--- src/sv/wheel_pi_pid_pwm_controller_core_defines.svh ---
// Assertion macros shared by the controller RTL.
`ifndef WHEEL_PI_PID_PWM_CONTROLLER_CORE_DEFINES_SVH
`define WHEEL_PI_PID_PWM_CONTROLLER_CORE_DEFINES_SVH
`ifndef SYNTHESIS
// Condition holds at every clock edge out of reset.
`define WPPC_ASSERT_ALWAYS(lbl, clk, rst, cond) \
  lbl: assert property (@(posedge clk) disable iff (rst) (cond)) \
    else $error("wppc: invariant violated");
// Consequent holds in the same cycle as the antecedent.
`define WPPC_ASSERT_IMPLY(lbl, clk, rst, ante, cons) \
  lbl: assert property (@(posedge clk) disable iff (rst) (ante) |-> (cons)) \
    else $error("wppc: implication violated");
// Consequent holds in the cycle after the antecedent.
`define WPPC_ASSERT_NEXT(lbl, clk, rst, ante, cons) \
  lbl: assert property (@(posedge clk) disable iff (rst) (ante) |=> (cons)) \
    else $error("wppc: next-cycle implication violated");
`else
`define WPPC_ASSERT_ALWAYS(lbl, clk, rst, cond)
`define WPPC_ASSERT_IMPLY(lbl, clk, rst, ante, cons)
`define WPPC_ASSERT_NEXT(lbl, clk, rst, ante, cons)
`endif
`endif

--- src/sv/wppc_pkg.sv ---
package wppc_pkg;

  // Channel count default
  localparam int NUM_WHEELS = 4;

  // Field widths
  localparam int WHEEL_W    = 2;
  localparam int ENC_W      = 16;
  localparam int TGT_W      = 32;
  localparam int DRIVE_W    = 14;
  localparam int DUTY_W     = 13;
  localparam int SGAIN_W    = 8;
  localparam int PGAIN_W    = 24;
  localparam int LIMIT_W    = 13;
  localparam int CFG_IDX_W  = 3;
  localparam int CFG_DATA_W = 24;

  // Serial multiplier: gain bits walked one per cycle
  localparam int MUL_GAIN_W = 24;
  localparam int MUL_MAG_W  = 32;

  // Duty divider: quotient bits, dividend is twice as wide
  localparam int DIV_QUO_W  = 13;

  // Arithmetic constants
  localparam int PWM_FULL    = 7200;
  localparam int PI_LIMIT    = 7200;
  localparam int INTEG_LIMIT = 100000;
  localparam int DEAD_BAND   = 100;
  localparam int POS_SHIFT   = 8;
  localparam int FRAC_W      = 16;
  localparam int DZ_MAX      = 7199;

  // Register reset values
  localparam logic [SGAIN_W-1:0] SGAIN_RESET = 8'd10;
  localparam logic [LIMIT_W-1:0] LIMIT_RESET = 13'd6900;

  // Register indexes
  localparam logic [CFG_IDX_W-1:0] CFG_LOOP_MODE   = 3'd0;
  localparam logic [CFG_IDX_W-1:0] CFG_SPEED_KP    = 3'd1;
  localparam logic [CFG_IDX_W-1:0] CFG_SPEED_KI    = 3'd2;
  localparam logic [CFG_IDX_W-1:0] CFG_POS_KP      = 3'd3;
  localparam logic [CFG_IDX_W-1:0] CFG_POS_KI      = 3'd4;
  localparam logic [CFG_IDX_W-1:0] CFG_POS_KD      = 3'd5;
  localparam logic [CFG_IDX_W-1:0] CFG_OUTPUT_LIM  = 3'd6;
  localparam logic [CFG_IDX_W-1:0] CFG_DEAD_ZONE   = 3'd7;

  // Status of a multi-cycle arithmetic unit
  typedef struct packed {
    logic busy;
    logic done;
  } unit_status_t;

endpackage

--- src/sv/wppc_ser_mul.sv ---
// Shift-add multiplier: one gain bit per cycle, unsigned operands.
module wppc_ser_mul #(
  parameter int GAIN_W = wppc_pkg::MUL_GAIN_W,
  parameter int MAG_W  = wppc_pkg::MUL_MAG_W
) (
  input  logic                      clk,
  input  logic                      rst,
  input  logic                      start,
  input  logic [GAIN_W-1:0]         gain,
  input  logic [MAG_W-1:0]          mag,
  output logic [GAIN_W+MAG_W-1:0]   prod,
  output wppc_pkg::unit_status_t    status
);

  localparam int CNT_W = $clog2(GAIN_W + 1);

  logic [GAIN_W+MAG_W-1:0] acc;
  logic [MAG_W-1:0]        mag_hold;
  logic [CNT_W-1:0]        cnt;
  logic                    busy;
  logic                    done;
  logic [MAG_W:0]          part_sum;

  // Add the multiplicand into the upper half when the current gain bit is set
  always_comb begin
    part_sum = {1'b0, acc[GAIN_W+MAG_W-1:GAIN_W]}
             + (acc[0] ? {1'b0, mag_hold} : {(MAG_W+1){1'b0}});
  end

  // Gain sits in the low half and shifts out as the product shifts in
  always_ff @(posedge clk) begin
    if (rst) begin
      busy <= 1'b0;
      done <= 1'b0;
      cnt  <= '0;
    end else begin
      done <= 1'b0;
      if (start) begin
        acc      <= {{MAG_W{1'b0}}, gain};
        mag_hold <= mag;
        cnt      <= CNT_W'(GAIN_W);
        busy     <= 1'b1;
      end else if (busy) begin
        acc <= {part_sum, acc[GAIN_W-1:1]};
        cnt <= cnt - 1'b1;
        if (cnt == CNT_W'(1)) begin
          busy <= 1'b0;
          done <= 1'b1;
        end
      end
    end
  end

  assign prod        = acc;
  assign status.busy = busy;
  assign status.done = done;

endmodule

--- src/sv/wppc_const_div.sv ---
// Restoring divider by a constant: one quotient bit per cycle.
// The dividend shifted right by QUO_W must be below DIVISOR.
module wppc_const_div #(
  parameter int QUO_W   = wppc_pkg::DIV_QUO_W,
  parameter int DIVISOR = wppc_pkg::PWM_FULL
) (
  input  logic                    clk,
  input  logic                    rst,
  input  logic                    start,
  input  logic [2*QUO_W-1:0]      dividend,
  output logic [QUO_W-1:0]        quo,
  output wppc_pkg::unit_status_t  status
);

  localparam int CNT_W = $clog2(QUO_W + 1);
  localparam logic [QUO_W:0] DIV_K = (QUO_W+1)'(DIVISOR);

  logic [QUO_W-1:0] rem;
  logic [QUO_W-1:0] bits;
  logic [CNT_W-1:0] cnt;
  logic             busy;
  logic             done;
  logic [QUO_W:0]   trial;
  logic [QUO_W:0]   diff;
  logic             take;

  // Bring down the next dividend bit and try the subtraction
  always_comb begin
    trial = {rem, bits[QUO_W-1]};
    diff  = trial - DIV_K;
    take  = (trial >= DIV_K);
  end

  // Dividend low bits shift out at the top while quotient bits enter below
  always_ff @(posedge clk) begin
    if (rst) begin
      busy <= 1'b0;
      done <= 1'b0;
      cnt  <= '0;
    end else begin
      done <= 1'b0;
      if (start) begin
        rem  <= dividend[2*QUO_W-1:QUO_W];
        bits <= dividend[QUO_W-1:0];
        cnt  <= CNT_W'(QUO_W);
        busy <= 1'b1;
      end else if (busy) begin
        rem  <= take ? diff[QUO_W-1:0] : trial[QUO_W-1:0];
        bits <= {bits[QUO_W-2:0], take};
        cnt  <= cnt - 1'b1;
        if (cnt == CNT_W'(1)) begin
          busy <= 1'b0;
          done <= 1'b1;
        end
      end
    end
  end

  assign quo         = bits;
  assign status.busy = busy;
  assign status.done = done;

endmodule

--- src/sv/wheel_pi_pid_pwm_controller_core.sv ---
// Channel   Handshake             Payload
// in        in_valid / in_stall   wheel, encoder_delta, target
// out       out_valid / out_stall wheel_out, drive_value, duty, forward, backward
// cfg       cfg_en                cfg_index, cfg_data
//
// One item at a time. A wheel index beyond the channel count skips the loops and reports zero drive.
// In velocity mode the bit-serial multiplier runs twice (five times in position mode),
// once more for the duty scaling, followed by the divider; drives inside the dead band
// skip those last two.
// Synchronous reset clears all wheel state and loads the register defaults.
// A finished beat waits in the output register; the next item is taken meanwhile.
`include "wheel_pi_pid_pwm_controller_core_defines.svh"

module wheel_pi_pid_pwm_controller_core #(
  parameter int NUM_WHEELS = wppc_pkg::NUM_WHEELS
) (
  input  logic                                  clk,
  input  logic                                  rst,
  // Input channel
  input  logic                                  in_valid,
  output logic                                  in_stall,
  input  logic [wppc_pkg::WHEEL_W-1:0]          wheel,
  input  logic signed [wppc_pkg::ENC_W-1:0]     encoder_delta,
  input  logic signed [wppc_pkg::TGT_W-1:0]     target,
  // Output channel
  output logic                                  out_valid,
  input  logic                                  out_stall,
  output logic [wppc_pkg::WHEEL_W-1:0]          wheel_out,
  output logic signed [wppc_pkg::DRIVE_W-1:0]   drive_value,
  output logic [wppc_pkg::DUTY_W-1:0]           duty,
  output logic                                  forward,
  output logic                                  backward,
  // Configuration
  input  logic                                  cfg_en,
  input  logic [wppc_pkg::CFG_IDX_W-1:0]        cfg_index,
  input  logic [wppc_pkg::CFG_DATA_W-1:0]       cfg_data
);

  localparam int WIDX   = (NUM_WHEELS > 1) ? $clog2(NUM_WHEELS) : 1;
  localparam int GW     = wppc_pkg::MUL_GAIN_W;
  localparam int MW     = wppc_pkg::MUL_MAG_W;
  localparam int PW     = GW + MW;
  localparam int QW     = wppc_pkg::DIV_QUO_W;
  localparam int FRAC_W = wppc_pkg::FRAC_W;
  localparam int TERM_W = 41;
  localparam int SUM_W  = 44;
  localparam int DW     = wppc_pkg::DRIVE_W;
  localparam int UW     = wppc_pkg::DUTY_W;
  localparam int LW     = wppc_pkg::LIMIT_W;
  localparam int IW     = 18;

  // Sequencer states
  localparam logic [3:0] S_IDLE   = 4'd0;
  localparam logic [3:0] S_LOAD   = 4'd1;
  localparam logic [3:0] S_PE     = 4'd2;
  localparam logic [3:0] S_PINT   = 4'd3;
  localparam logic [3:0] S_PTGT   = 4'd4;
  localparam logic [3:0] S_SE     = 4'd5;
  localparam logic [3:0] S_SD     = 4'd6;
  localparam logic [3:0] S_MSTART = 4'd7;
  localparam logic [3:0] S_MWAIT  = 4'd8;
  localparam logic [3:0] S_ACC    = 4'd9;
  localparam logic [3:0] S_LIM    = 4'd10;
  localparam logic [3:0] S_DZ     = 4'd11;
  localparam logic [3:0] S_DSTART = 4'd12;
  localparam logic [3:0] S_DWAIT  = 4'd13;
  localparam logic [3:0] S_FIN    = 4'd14;

  // Multiplier jobs
  localparam logic [2:0] MS_PKP  = 3'd0;
  localparam logic [2:0] MS_PKI  = 3'd1;
  localparam logic [2:0] MS_PKD  = 3'd2;
  localparam logic [2:0] MS_SKP  = 3'd3;
  localparam logic [2:0] MS_SKI  = 3'd4;
  localparam logic [2:0] MS_DUTY = 3'd5;

  // Clamp bounds
  localparam logic signed [32:0]      INTEG_HI = 33'(wppc_pkg::INTEG_LIMIT);
  localparam logic signed [32:0]      INTEG_LO = -INTEG_HI;
  localparam logic signed [SUM_W-1:0] SUM_MAX  = SUM_W'(64'sd2147483647);
  localparam logic signed [SUM_W-1:0] SUM_MIN  = -SUM_W'(64'sd2147483648);
  localparam logic signed [SUM_W-1:0] ACC_HI   = SUM_W'(wppc_pkg::PI_LIMIT);
  localparam logic signed [SUM_W-1:0] ACC_LO   = -ACC_HI;
  localparam logic [UW-1:0]           PWM_K    = UW'(wppc_pkg::PWM_FULL);
  localparam logic [LW-1:0]           DZ_TOP   = LW'(wppc_pkg::DZ_MAX);
  localparam logic [UW-1:0]           BAND     = UW'(wppc_pkg::DEAD_BAND);

  // Magnitude of a 33-bit signed value; always fits 32 bits here
  function automatic logic [31:0] mag33(input logic signed [32:0] v);
    logic signed [32:0] n;
    n = -v;
    mag33 = v[32] ? n[31:0] : v[31:0];
  endfunction

  // Saturate a 33-bit signed value to 32 bits
  function automatic logic signed [31:0] sat33(input logic signed [32:0] v);
    if (v[32] != v[31]) begin
      sat33 = v[32] ? 32'sh8000_0000 : 32'sh7fff_ffff;
    end else begin
      sat33 = v[31:0];
    end
  endfunction

  // Configuration registers
  logic                    loop_mode;
  logic [7:0]              speed_prop_gain;
  logic [7:0]              speed_integ_gain;
  logic [23:0]             pos_prop_gain;
  logic [23:0]             pos_integ_gain;
  logic [23:0]             pos_deriv_gain;
  logic [LW-1:0]           output_limit;
  logic [LW-1:0]           dead_zone_offset;

  // Per-wheel state
  logic signed [DW-1:0]    pi_accumulator      [NUM_WHEELS];
  logic signed [31:0]      last_speed_error    [NUM_WHEELS];
  logic [31:0]             position_total      [NUM_WHEELS];
  logic signed [IW-1:0]    position_integral   [NUM_WHEELS];
  logic signed [31:0]      last_position_error [NUM_WHEELS];

  // Sequencer and working registers
  logic [3:0]              state;
  logic [2:0]              mstep;
  logic                    msign;
  logic [WIDX-1:0]         widx;
  logic [1:0]              wheel_reg;
  logic signed [15:0]      enc_reg;
  logic signed [31:0]      tgt_reg;
  logic signed [31:0]      pe_reg;
  logic signed [IW-1:0]    integ_reg;
  logic signed [32:0]      diff_reg;
  logic signed [31:0]      e_reg;
  logic signed [SUM_W-1:0] sum_reg;
  logic signed [DW-1:0]    v_reg;
  logic [UW-1:0]           mag_reg;
  logic [UW-1:0]           duty_w;
  logic                    fwd_w;
  logic                    bwd_w;

  // Combinational datapath
  logic                    in_range;
  logic                    out_free;
  logic [31:0]             pos_cur;
  logic signed [DW-1:0]    acc_cur;
  logic signed [32:0]      pe_diff;
  logic signed [32:0]      isum;
  logic signed [IW-1:0]    integ_clamped;
  logic signed [32:0]      pd_diff;
  logic signed [31:0]      sum_sat;
  logic signed [31:0]      sum_shr;
  logic signed [32:0]      e_diff;
  logic signed [32:0]      sd_diff;
  logic signed [SUM_W-1:0] acc_diff;
  logic signed [DW-1:0]    acc_clamped;
  logic signed [DW:0]      lim15;
  logic signed [DW:0]      acc15;
  logic signed [DW:0]      v15;
  logic signed [DW-1:0]    v14;
  logic signed [DW-1:0]    vneg;
  logic [LW-1:0]           dz_eff;
  logic [GW-1:0]           op_gain;
  logic [MW-1:0]           op_mag;
  logic                    op_sign;
  logic [TERM_W-1:0]       tmag;
  logic signed [SUM_W-1:0] term_ext;
  logic                    mul_start;
  logic                    div_start;
  logic [PW-1:0]           mul_prod;
  logic [QW-1:0]           div_quo;
  wppc_pkg::unit_status_t  mul_st;
  wppc_pkg::unit_status_t  div_st;

  assign in_range  = ({30'd0, wheel} < 32'(NUM_WHEELS));
  assign out_free  = !out_valid || !out_stall;
  assign in_stall  = (state != S_IDLE);
  assign mul_start = (state == S_MSTART);
  assign div_start = (state == S_DSTART);

  always_comb begin
    pos_cur = position_total[widx];
    acc_cur = pi_accumulator[widx];

    // Position error against the updated total
    pe_diff = $signed({pos_cur[31], pos_cur}) - $signed({tgt_reg[31], tgt_reg});

    // Integral with clamp
    isum = $signed({{(33-IW){position_integral[widx][IW-1]}}, position_integral[widx]})
         + $signed({pe_reg[31], pe_reg});
    if (isum > INTEG_HI) begin
      integ_clamped = INTEG_HI[IW-1:0];
    end else if (isum < INTEG_LO) begin
      integ_clamped = INTEG_LO[IW-1:0];
    end else begin
      integ_clamped = isum[IW-1:0];
    end
    pd_diff = $signed({pe_reg[31], pe_reg})
            - $signed({last_position_error[widx][31], last_position_error[widx]});

    // PID sum to 32 bits, then floor shift
    if (sum_reg > SUM_MAX) begin
      sum_sat = 32'sh7fff_ffff;
    end else if (sum_reg < SUM_MIN) begin
      sum_sat = 32'sh8000_0000;
    end else begin
      sum_sat = sum_reg[31:0];
    end
    sum_shr = sum_sat >>> wppc_pkg::POS_SHIFT;

    // Speed error and its change
    e_diff  = $signed({{17{enc_reg[15]}}, enc_reg}) - $signed({tgt_reg[31], tgt_reg});
    sd_diff = $signed({e_reg[31], e_reg})
            - $signed({last_speed_error[widx][31], last_speed_error[widx]});

    // Incremental PI accumulator with clamp
    acc_diff = $signed({{(SUM_W-DW){acc_cur[DW-1]}}, acc_cur}) - sum_reg;
    if (acc_diff > ACC_HI) begin
      acc_clamped = ACC_HI[DW-1:0];
    end else if (acc_diff < ACC_LO) begin
      acc_clamped = ACC_LO[DW-1:0];
    end else begin
      acc_clamped = acc_diff[DW-1:0];
    end

    // Output limit and magnitude
    lim15 = $signed({2'b00, output_limit});
    acc15 = $signed({acc_cur[DW-1], acc_cur});
    if (acc15 > lim15) begin
      v15 = lim15;
    end else if (acc15 < -lim15) begin
      v15 = -lim15;
    end else begin
      v15 = acc15;
    end
    v14  = v15[DW-1:0];
    vneg = -v14;

    dz_eff = (dead_zone_offset > DZ_TOP) ? DZ_TOP : dead_zone_offset;

    // Multiplier operands for the current job
    unique case (mstep)
      MS_PKP: begin
        op_gain = pos_prop_gain;
        op_mag  = mag33({pe_reg[31], pe_reg});
        op_sign = pe_reg[31];
      end
      MS_PKI: begin
        op_gain = pos_integ_gain;
        op_mag  = mag33({{(33-IW){integ_reg[IW-1]}}, integ_reg});
        op_sign = integ_reg[IW-1];
      end
      MS_PKD: begin
        op_gain = pos_deriv_gain;
        op_mag  = mag33(diff_reg);
        op_sign = diff_reg[32];
      end
      MS_SKP: begin
        op_gain = GW'(speed_prop_gain);
        op_mag  = mag33(diff_reg);
        op_sign = diff_reg[32];
      end
      MS_SKI: begin
        op_gain = GW'(speed_integ_gain);
        op_mag  = mag33({e_reg[31], e_reg});
        op_sign = e_reg[31];
      end
      default: begin
        op_gain = GW'(PWM_K - dz_eff);
        op_mag  = MW'(mag_reg);
        op_sign = 1'b0;
      end
    endcase

    // Position gains carry fraction bits: truncate the magnitude
    if (mstep == MS_PKP || mstep == MS_PKI || mstep == MS_PKD) begin
      tmag = TERM_W'(mul_prod >> FRAC_W);
    end else begin
      tmag = mul_prod[TERM_W-1:0];
    end
    term_ext = $signed({{(SUM_W-TERM_W){1'b0}}, tmag});
  end

  wppc_ser_mul #(
    .GAIN_W (GW),
    .MAG_W  (MW)
  ) u_mul (
    .clk    (clk),
    .rst    (rst),
    .start  (mul_start),
    .gain   (op_gain),
    .mag    (op_mag),
    .prod   (mul_prod),
    .status (mul_st)
  );

  wppc_const_div #(
    .QUO_W   (QW),
    .DIVISOR (wppc_pkg::PWM_FULL)
  ) u_div (
    .clk      (clk),
    .rst      (rst),
    .start    (div_start),
    .dividend (mul_prod[2*QW-1:0]),
    .quo      (div_quo),
    .status   (div_st)
  );

  // Configuration, wheel state and sequencer
  always_ff @(posedge clk) begin
    if (rst) begin
      loop_mode        <= 1'b0;
      speed_prop_gain  <= wppc_pkg::SGAIN_RESET;
      speed_integ_gain <= wppc_pkg::SGAIN_RESET;
      pos_prop_gain    <= '0;
      pos_integ_gain   <= '0;
      pos_deriv_gain   <= '0;
      output_limit     <= wppc_pkg::LIMIT_RESET;
      dead_zone_offset <= '0;
      for (int i = 0; i < NUM_WHEELS; i++) begin
        pi_accumulator[i]      <= '0;
        last_speed_error[i]    <= '0;
        position_total[i]      <= '0;
        position_integral[i]   <= '0;
        last_position_error[i] <= '0;
      end
      state <= S_IDLE;
      mstep <= MS_PKP;
    end else begin
      if (cfg_en) begin
        unique case (cfg_index)
          wppc_pkg::CFG_LOOP_MODE:  loop_mode        <= cfg_data[0];
          wppc_pkg::CFG_SPEED_KP:   speed_prop_gain  <= cfg_data[7:0];
          wppc_pkg::CFG_SPEED_KI:   speed_integ_gain <= cfg_data[7:0];
          wppc_pkg::CFG_POS_KP:     pos_prop_gain    <= cfg_data[23:0];
          wppc_pkg::CFG_POS_KI:     pos_integ_gain   <= cfg_data[23:0];
          wppc_pkg::CFG_POS_KD:     pos_deriv_gain   <= cfg_data[23:0];
          wppc_pkg::CFG_OUTPUT_LIM: output_limit     <= cfg_data[LW-1:0];
          wppc_pkg::CFG_DEAD_ZONE:  dead_zone_offset <= cfg_data[LW-1:0];
          default: ;
        endcase
      end

      unique case (state)
        S_IDLE: begin
          if (in_valid) begin
            wheel_reg <= wheel;
            enc_reg   <= encoder_delta;
            tgt_reg   <= target;
            widx      <= WIDX'(wheel);
            if (in_range) begin
              state <= S_LOAD;
            end else begin
              v_reg  <= '0;
              duty_w <= '0;
              fwd_w  <= 1'b0;
              bwd_w  <= 1'b0;
              state  <= S_FIN;
            end
          end
        end
        S_LOAD: begin
          // Position total always advances
          position_total[widx] <= pos_cur + {{16{enc_reg[15]}}, enc_reg};
          state <= loop_mode ? S_PE : S_SE;
        end
        S_PE: begin
          pe_reg <= sat33(pe_diff);
          state  <= S_PINT;
        end
        S_PINT: begin
          integ_reg <= integ_clamped;
          diff_reg  <= pd_diff;
          sum_reg   <= '0;
          mstep     <= MS_PKP;
          state     <= S_MSTART;
        end
        S_MSTART: begin
          msign <= op_sign;
          state <= S_MWAIT;
        end
        S_MWAIT: begin
          if (mul_st.done) begin
            sum_reg <= msign ? (sum_reg - term_ext) : (sum_reg + term_ext);
            unique case (mstep)
              MS_PKP: begin
                mstep <= MS_PKI;
                state <= S_MSTART;
              end
              MS_PKI: begin
                mstep <= MS_PKD;
                state <= S_MSTART;
              end
              MS_PKD:  state <= S_PTGT;
              MS_SKP: begin
                mstep <= MS_SKI;
                state <= S_MSTART;
              end
              MS_SKI:  state <= S_ACC;
              MS_DUTY: state <= S_DSTART;
              default: state <= S_IDLE;
            endcase
          end
        end
        S_PTGT: begin
          // Negated PID output becomes the speed target
          tgt_reg                   <= -sum_shr;
          position_integral[widx]   <= integ_reg;
          last_position_error[widx] <= pe_reg;
          state                     <= S_SE;
        end
        S_SE: begin
          e_reg <= sat33(e_diff);
          state <= S_SD;
        end
        S_SD: begin
          diff_reg <= sd_diff;
          sum_reg  <= '0;
          mstep    <= MS_SKP;
          state    <= S_MSTART;
        end
        S_ACC: begin
          pi_accumulator[widx]   <= acc_clamped;
          last_speed_error[widx] <= e_reg;
          state                  <= S_LIM;
        end
        S_LIM: begin
          v_reg   <= v14;
          mag_reg <= v14[DW-1] ? vneg[UW-1:0] : v14[UW-1:0];
          state   <= S_DZ;
        end
        S_DZ: begin
          // Drop small drives to zero duty and no direction
          if (mag_reg < BAND) begin
            duty_w <= '0;
            fwd_w  <= 1'b0;
            bwd_w  <= 1'b0;
            state  <= S_FIN;
          end else begin
            mstep <= MS_DUTY;
            state <= S_MSTART;
          end
        end
        S_DSTART: begin
          state <= S_DWAIT;
        end
        S_DWAIT: begin
          if (div_st.done) begin
            duty_w <= div_quo + dz_eff;
            fwd_w  <= !v_reg[DW-1];
            bwd_w  <= v_reg[DW-1];
            state  <= S_FIN;
          end
        end
        S_FIN: begin
          if (out_free) begin
            state <= S_IDLE;
          end
        end
        default: state <= S_IDLE;
      endcase
    end
  end

  // Output register: load a finished beat, drop it once taken
  always_ff @(posedge clk) begin
    if (rst) begin
      out_valid <= 1'b0;
    end else if (state == S_FIN && out_free) begin
      out_valid   <= 1'b1;
      wheel_out   <= wheel_reg;
      drive_value <= v_reg;
      duty        <= duty_w;
      forward     <= fwd_w;
      backward    <= bwd_w;
    end else if (out_valid && !out_stall) begin
      out_valid <= 1'b0;
    end
  end

  `WPPC_ASSERT_ALWAYS(a_units_exclusive, clk, rst, !(mul_st.busy && div_st.busy))
  `WPPC_ASSERT_IMPLY(a_mul_running, clk, rst, state == S_MWAIT, mul_st.busy || mul_st.done)
  `WPPC_ASSERT_IMPLY(a_div_running, clk, rst, state == S_DWAIT, div_st.busy || div_st.done)
  `WPPC_ASSERT_NEXT(a_fin_loads, clk, rst, state == S_FIN && out_free, out_valid)
  `WPPC_ASSERT_IMPLY(a_pins_follow_duty, clk, rst, out_valid, ((forward || backward) == (duty != '0)) && !(forward && backward))

endmodule

--- config.mk ---
export PLATFORM = sky130hd
export DESIGN_NAME = wheel_pi_pid_pwm_controller_core
export DESIGN_NICKNAME = d
export VERILOG_FILES = /design/src/sv/wppc_pkg.sv /design/src/sv/wppc_ser_mul.sv /design/src/sv/wppc_const_div.sv /design/src/sv/wheel_pi_pid_pwm_controller_core.sv
export VERILOG_INCLUDE_DIRS = /design/src /design/src/sv
export SDC_FILE = /design/constraint.sdc
export NUM_CORES = 2
export LEC_CHECK = 0
export BUFFER_PORTS_ARGS = -buffer_cell sky130_fd_sc_hd__buf_2
export CAP_MARGIN = 10
export CORE_MARGIN = 2
export CORE_UTILIZATION = 45
export CTS_BUF_LIST = sky130_fd_sc_hd__clkbuf_8
export DETAILED_ROUTE_END_ITERATION = 8
export GPL_ROUTABILITY_DRIVEN = 0
export HOLD_SLACK_MARGIN = 0.05
export PLACE_DENSITY_LB_ADDON = 0.1
export SKIP_LAST_GASP = 1
export SLEW_MARGIN = 20
export SYNTH_ARGS = -nofsm -noshare
export SYNTH_HDL_FRONTEND = slang
export SYNTH_SLANG_ARGS = --single-unit
--- constraint.sdc ---
create_clock -name clk -period 6.7 [get_ports clk]
set_clock_uncertainty 0.05 [all_clocks]
set_input_delay 0.67 -clock clk [delete_from_list [all_inputs] [get_ports clk]]
set_output_delay 0.67 -clock clk [all_outputs]
set_load 0.01 [all_outputs]
==> metrics.md <==
| Metric | Value |
|---|---|
| Arrival time of data at the critical path endpoint | `6570 ps` |
| Post-Route WL | `198 mm` |
| Initial Utilization | `45.4%` |
| Net switching fraction of the power | `32.8%` |
| RSZ-0062 raised after global routing | `false` |
| Post-synthesis net count | `6807` |
| Combinational fraction of design power | `27.0%` |
| Number of port buffers | `114` |
| Design area | `72400 um^2` |
| Post-layout nets | `6987` |
| Run status | `finished, final reports clean` |
| Global route total overflow | `0` |
| #FFs+latches synth | `1046` |
| Placeable Area | `144000 um^2` |
| Static leakage | `28.3 nW` |
| Number of distinct library cells after synthesis | `102` |
| Critical-path maximum fanout | `8` |
| Area share of the largest cell type after synthesis | `41.7%` |
| Detailed-placement wirelength estimate | `143 mm` |
| Required @ worst endpoint | `7320 ps` |
| Maximum number of pins on one net before global-route repair | `118` |
| Number of antenna-violating nets in the routed design | `0` |
| Mean Syn Cell Area | `10.3 um^2` |
| TritonCTS Buffers | `184` |
| Setup Crit Path Kind | `flop to flop` |
| Aggregate negative setup slack | `0 ps` |
| Peak ir drop on the vdd network | `0.194 mV` |
| Worst hold path type | `input port to flop` |
| Total of warnings raised by yosys | `0` |
| Sum of buffers and inverters on the critical path | `1` |
| Element type at the critical path end | `flop` |
| Proportion of synthesized chip area in sequential cells | `46.0%` |
| Number of DRC markers after the initial detailed-route iteration | `5059` |
| Fraction of layout cells with a size suffix above 1 | `10.2%` |
| Final hold violation count | `0` |
| Ys flop type | `edfxtp_1` |
| Max-slew headroom at the worst pin | `24.3%` |
| First drt pass iteration count | `8` |
| Die height | `385 um` |
| Horizontal die dimension | `385 um` |
| Clock network fraction of total power | `31.2%` |
| Vias after detailed routing | `50200` |
| WL/cell | `23.1 um` |
| GRT Resource Usage Total | `26.5%` |
| NetSw | `6.02 mW` |
| Cell-by-cell listing of the critical path | `inv_1, nand3_1, or3_1, nor3_1, nand4_1, nor3_1, ha_1, nand4_1, a2111oi_1, a2111oi_4, nor2_2, mux2_2, a21oi_1, ha_1, nand2_1, nor2_1, nand3_1, o41ai_1, xnor2_1` |
| Top cell family by delay on the critical path | `simple AND/OR/NAND/NOR gates` |
| Average via count per standard cell | `5.85` |
| Post-CTS resize count | `0` |
| Gate count after technology mapping | `6351` |
| Delay of the slowest cell on the worst path | `680 ps` |
| Worst setup path start | `output_limit[2]` |
| EDFF count, synth | `908` |
| Placed cell areas | `68300 um^2` |
| Total power | `18.3 mW` |
| Fin crit share | `88.9%` |
| Count of max-cap constraint violations | `0` |
| Reg2reg start | `output_limit[2]` |
| Async SR Flop Fraction | `0%` |
| Highest clock frequency the design can meet | `168 MHz` |
| Number of antenna violations at the first check in global routing | `7` |
| Leading cell types by total area after synthesis | `edfxtp_1 42%, ha_1 7.0%, mux4_2 4.7%, dfxtp_1 4.2%, a21oi_1 3.6%` |
| Final cell utilization of the core | `50.4%` |
| Cell taking the most area after synthesis | `edfxtp_1` |
| Via count of the first global-routing pass | `48500` |
| Die outline area | `148000 um^2` |
| Sequential fraction of design power | `41.9%` |
| Registers with the most flip-flops | `last_position_error: 128 flops, last_speed_error: 128 flops, position_total: 128 flops` |
| Standard-cell rows | `139` |
| Clock transition at the registers of the reported paths | `70 ps` |
| Insertion delay of the later-clocked pin in the worst-skew pair | `960 ps` |
| Area added between synthesis and finish | `10.9%` |
| Setup violation total in the final timing report | `0` |
| H-tree depth reported by CTS | `4` |
| Clock sink total | `1046` |
| Number of placed I/O pins | `115` |
| DRC | `0` |
| TritonCTS clock tree | `done` |
| Combined area of all synthesized cells | `65300 um^2` |
| Power density relative to cell area | `253 nW/um^2` |
| Critical hold path startpoint | `target[17]` |
| Shortest clock period the worst path allows after layout | `5960 ps` |
| Worst setup SP type | `flop` |
| Slew @ Worst Pin | `1130 ps` |
| Count of pins over their slew limit | `0` |
| Wire length of the first global-routing pass | `299 mm` |
| Slowest CP cell | `a2111oi_1` |
| CTS max path bufs | `3` |
| Cell-internal power | `12.3 mW` |
| Root buf cell | `clkbuf_8` |
## repair_timing
action,in CTS,in global routing
endpoints found under the hold margin,152,0
hold buffers,65,0
buffers inserted,0,0
## cells by family (layout without fill, tap and decap cells)
logic type                 Yosys count  in the layout  share of synthesized area [%]
and+or+nand+nor                   2137           2137                           16.0
AOI/OAI and AO/OA                 1492           1492                           14.6
DFF                               1046           1046                           46.0
buffers and inverters              585            921                           3.39
xor gates and xnor gates           453            453                           6.07
adders and majority gates          411            411                           7.84
muxes                              227            227                           6.07
other                                0              5                              0
## cell type report
class                           count  area, um^2
Tap cell                         1903        2380
Inverter                          297        1110
Sequential cell                  1046       30000
Clock buffer                      191        2630
Clock inverter                    151         877
Timing Repair Buffer              282        2030
Multi-Input combinational cell   4720       33400
Antenna cell                        5        12.5
Fill cell                       13200       71400
## synth_stat cells, drive strengths merged (58+ instances only)
library cell  number
nor2             534
o31ai             70
dfxtp            138
nor3             121
ha               364
mux2i             87
a21o             150
mux4             135
and2             286
xnor2            257
nand3             82
a21oi            475
clkbuf           242
and3             137
edfxtp           908
inv              295
or3               58
nand2b            83
xor2             196
o21ai            305
nand2            593
o21a              70
## placed cells by master (no fill, tap or decap), types with 113 or more instances in the layout
cell / Yosys / final
xnor2_1: 257 / 256
a21o_1: 150 / 149
o21ai_0: 297 / 294
clkbuf_8: 0 / 191
edfxtp_1: 908 / 908
inv_1: 295 / 364
and3_1: 137 / 137
nand2_1: 593 / 586
a21oi_1: 472 / 472
ha_1: 364 / 364
mux4_2: 135 / 135
nor2_1: 533 / 522
buf_2: 10 / 113
xor2_1: 196 / 196
dfxtp_1: 138 / 134
and2_1: 286 / 286
## through the flow
stage / std cells / setup slack [ps] / hold WS, ps
2_1_floorplan: 6351 / 39.2 / 350
3_3_place_gp: 8183 / 886 / 355
3_5_place_dp: 8183 / 812 / 357
4_1_cts: 8590 / 829 / 62.9
5_1_grt: 8591 / 201 / 98.4
6_report: 8595 / 743 / 99.5
## power by group through the flow
stage               Sequential [mW]  Combinational [mW]  Clock, mW
floorplan                      7.73                3.59          0
global placement               7.80                4.82          0
detailed placement             7.81                4.86          0
CTS                            7.68                4.92       5.85
global route                   7.70                5.46       6.12
finish                         7.68                4.95       5.72
## worst paths after layout
path                                     to  cells past startpoint  slack, ps
worst min-delay path            tgt_reg[17]                      3        100
worst max-delay path            mag_reg[12]                     19        740
worst max register to register  mag_reg[12]                     19        740
worst min register to register      duty[5]                      0        370
## per-layer routing
| layer | wire, um | GRT usage [%] | share of wire (%) | vias to the layer above |
|---|---|---|---|---|
| met2 | 86500 | 40.1 | 44 | 1681 |
| met1 | 90000 | 38.2 | 45 | 24500 |
| met5 | 13 | 0 | 0.0066 | - |
| met3 | 14900 | 4.76 | 7.5 | 275 |
| met4 | 6810 | 9.32 | 3.4 | 2 |
| li1 | - | - | - | 23800 |
## tightest hold or removal path, delay by kind of cell
kind | cells | cell delay (ps)
simple gates | 1 | 30
buf+inv | 1 | 80
compound gates | 1 | 150
(Power assumes the default switching activity.)
